File: src/hw/rtl/ald_pkg.sv
package ald_pkg;

  // Default widths of the sample and time fields
  localparam int ADC_BITS_DEF  = 10;
  localparam int TIME_BITS_DEF = 32;

  localparam int NUM_BUTTONS   = 3;
  localparam int DEBOUNCE_BITS = 16;

  // Configuration channel
  localparam int CFG_IDX_BITS  = 3;
  localparam int CFG_DATA_BITS = 16;

  typedef enum logic [CFG_IDX_BITS-1:0] {
    CFG_DEBOUNCE_MS = 3'd0,
    CFG_FIRST_LOW   = 3'd1,
    CFG_FIRST_HIGH  = 3'd2,
    CFG_SECOND_LOW  = 3'd3,
    CFG_SECOND_HIGH = 3'd4,
    CFG_THIRD_LOW   = 3'd5
  } cfg_idx_t;

  // Slots of the window bound array
  localparam int NUM_BOUNDS = 5;
  typedef enum logic [2:0] {
    BND_FIRST_LOW   = 3'd0,
    BND_FIRST_HIGH  = 3'd1,
    BND_SECOND_LOW  = 3'd2,
    BND_SECOND_HIGH = 3'd3,
    BND_THIRD_LOW   = 3'd4
  } bound_t;

  // Button slots
  localparam int BTN_FIRST  = 0;
  localparam int BTN_SECOND = 1;
  localparam int BTN_THIRD  = 2;

  // Register values after reset
  localparam logic [DEBOUNCE_BITS-1:0] RST_DEBOUNCE_MS = 16'd50;
  localparam int RST_FIRST_LOW   = 450;
  localparam int RST_FIRST_HIGH  = 500;
  localparam int RST_SECOND_LOW  = 600;
  localparam int RST_SECOND_HIGH = 700;
  localparam int RST_THIRD_LOW   = 900;

endpackage

File: src/hw/rtl/ald_window.sv
module ald_window
  import ald_pkg::*;
#(
  parameter int ADC_BITS = ADC_BITS_DEF
) (
  input  logic [ADC_BITS-1:0]                  sample,
  input  logic [NUM_BOUNDS-1:0][ADC_BITS-1:0]  bounds,
  output logic [NUM_BUTTONS-1:0]               raw
);

  logic hit_first;
  logic hit_second;
  logic hit_third;

  // Open windows, first match wins
  assign hit_first  = (sample > bounds[BND_FIRST_LOW]) && (sample < bounds[BND_FIRST_HIGH]);
  assign hit_second = (sample > bounds[BND_SECOND_LOW]) && (sample < bounds[BND_SECOND_HIGH]);
  assign hit_third  = (sample > bounds[BND_THIRD_LOW]);

  always_comb begin
    raw = '0;
    if (hit_first) begin
      raw[BTN_FIRST] = 1'b1;
    end else if (hit_second) begin
      raw[BTN_SECOND] = 1'b1;
    end else if (hit_third) begin
      raw[BTN_THIRD] = 1'b1;
    end
  end

endmodule

File: config.mk
export PLATFORM = sky130hd
export DESIGN_NAME = ald_window
export DESIGN_NICKNAME = d
export VERILOG_FILES = /design/src/hw/rtl/ald_pkg.sv /design/src/hw/rtl/ald_window.sv
export SDC_FILE = /design/constraint.sdc
export NUM_CORES = 1
export LEC_CHECK = 0
export BUFFER_PORTS_ARGS = -buffer_cell sky130_fd_sc_hd__buf_4
export CORE_AREA = 10 10 60 62
export DETAILED_ROUTE_END_ITERATION = 10
export DIE_AREA = 0 0 70 72
export PLACE_DENSITY_LB_ADDON = 0.1
export SETUP_SLACK_MARGIN = 0.3
export SLEW_MARGIN = 10
export SYNTH_ARGS = -nofsm -noshare
export SYNTH_HDL_FRONTEND = slang
export SYNTH_SLANG_ARGS = --single-unit
File: constraint.sdc
create_clock -name vclk -period 4.1
set_clock_uncertainty 0.1 [all_clocks]
set_input_delay 0.205 -clock vclk [all_inputs]
set_output_delay 0.205 -clock vclk [all_outputs]
set_load 0.03 [all_outputs]
==> results.toml <==
[synth]
yosys_warnings = 0
synth_cells = 168
synth-simple-area-share_pct = 14.71
synth_compound_area_share_pct = 21.10
ys_seq_area_share_pct = 0
synth_top_family_by_area = "adder cells"
synth_top_area_cell = "ha_1"
synth_top_area_share_pct = 48.68
syn-num-nets = 276
synthXorXnorAreaFrac_pct = 0
synthesis.area_mm2 = 0.001234
synth_adder_area_share_pct = 48.68
syn_avg_cell_area_um2 = 7.343
ys_types = 29
ys_top_cells_by_area = "ha_1 49%, inv_1 15%, a21oi_1 5.7%"
synth_mux_area_share_pct = 0

[timing]
final.min_clock_period_ns = 2.108
hold_violations = 0
timing.hold.ws_ns = 0.9006
report.final.setup_viol = 0
tns_ns = 0
post-route-period-util_pct = 51.43
rsz0062_at_grt = "false"
worst_slew_pin_slew_ns = 0.3615
max-slew-margin-rel_pct = 75.28
fmax_ghz = 0.4743
drv_slew = 0

[worst_setup_path]
endpoint_kind = "output pin"
worstPathRequired_ns = 3.80
critPathMaxFanout = 5
cpMaxStageDelayCell = "ha_1"
start_kind = "primary input"
critical_path_class = "primary input to output pin"
max_stage_delay_ns = 0.33
worst_path_most_repeated_cell = "buf_4"
crit_arrival_ns = 1.80
path_cells = "buf_4 > ha_1 > and4_4 > a41oi_1 > o21ai_1 > a221oi_2 > and3b_1 > buf_4"

[clock_tree]
cts_resized = 0
hold_buffers = 0
cts_setup_buffers = 0

[floorplanning]
initial_utilization_pct = 50.72
die_height_um = 72
core_mm2 = 0.002432
dieArea_mm2 = 0.005040
die_w_um = 70
ios = 63
rows = 18

[cells_and_area]
nClkBuffers = 0
area_growth_pct = 40.77
n_antenna_cell = 0
layout_common_cells = "63 x buf_4, 49 x inv_1, 48 x ha_1"
regArea_um2 = 0
final_common_cell = "buf_4"
fillers = 207
drive_gt1_share_pct = 30.00
post_layout_nonfiller_instances = 260
final_nets = 340
seq_cells = 0

[global_routing]
grtUsageTotal_pct = 13.37
grt_pass1_wl_mm = 5.989
antenna_found_initial = 0
grt-ovfl-total = 0
grt_max_degree = 6
grt_pass1_vias = 1465

[routing]
vias_per_cell = 5.258
ant_nets = 0
via_count = 1367
firstDrtPassIters = 4
drt-initial-drc-count = 43
drc = 0
avgRoutedWirePerCell_um = 13.71
wl_mm = 3.564

[outcome]
status = "finished, final reports clean"

[pwr]
worst_ir_drop_vdd_mv = 0.06053
leakage_uw = 0.001095
p_seq_share_pct = 0
swShare_pct = 47.23
clkPwrFrac_pct = 0
power_density_mw_per_mm2 = 99.53
intPower_uw = 91.21
p_comb_share_pct = 100.0
p_switching_uw = 81.64

[hold_path]
hold_class = "primary input to output pin"

[place]
place_hpwl_mm = 3.360
gp_congestion = 0.8584
dp_cells = 260
portBuffers = 63

[flow_run]
drv_cap = 0
-- power by group through the flow --
stage	logic, uW	registers, uW	clock network (uW)
2_1_floorplan	95.0	0	0
3_3_place_gp	163	0	0
3_5_place_dp	173	0	0
4_1_cts	174	0	0
5_1_grt	197	0	0
6_report	173	0	0
-- worst max-delay path: cells and delay by family --
kind / cells / cell delay [ns]
AOI/OAI and AO/OA: 3 / 0.53
and+or+nand+nor: 2 / 0.43
adders and majority gates: 1 / 0.33
buffers and inverters: 2 / 0.31
-- area by class of cell --
cell class,instances,area (um2),share of cell area [%]
inverters,49,183.9,10.59
multi-input cells,118,1042,60.01
well taps,30,37.54,2.161
repair buffers,63,473.0,27.23
-- layer usage --
layer | wire [um] | vias to the layer above | global-route usage (%)
li1 | - | 707 | -
met4 | 13 | 0 | 0.4386
met3 | 249 | 4 | 2.721
met1 | 1563 | 603 | 14.91
met5 | 0 | - | 0
met2 | 1738 | 53 | 26.49
-- final timing paths --
kind | from | endpoint | slack (ns) | cells after the start
worst max-delay path | sample[5] | raw[2] | 1.99 | 8
worst min-delay path | bounds[0] | raw[0] | 0.90 | 6
-- cell families (layout without fill, tap and decap cells) --
family,count (synthesis),count (layout)
buf+inv,50,112
simple gates,30,30
fa+ha+maj,48,48
compound gates,40,40
-- metrics by stage --
step	instance area, um2	util [%]	power (uW)	worst slack, ns
2_1_floorplan	1234	-	95.04	2.189
3_3_place_gp	1737	71.40	163.4	2.033
3_5_place_dp	1737	71.40	173.4	1.989
4_1_cts	1737	71.40	174.3	1.981
5_1_grt	1737	71.40	197.1	1.890
6_report	1737	71.40	172.8	1.992
-- synthesized netlist by cell type, types with 2 or more instances --
| cell type | n |
|---|---|
| ha_1 | 48 |
| nor2_1 | 6 |
| and4_4 | 2 |
| o21ai_0 | 5 |
| a211oi_1 | 3 |
| inv_1 | 49 |
| and4_1 | 2 |
| o21ai_1 | 2 |
| a21oi_1 | 14 |
| nand3_1 | 3 |
| a31oi_1 | 2 |
| nand2_1 | 5 |
| a21o_1 | 4 |
| nand4_1 | 5 |
| nor2b_1 | 4 |
Power figures use the tool's default switching activity.
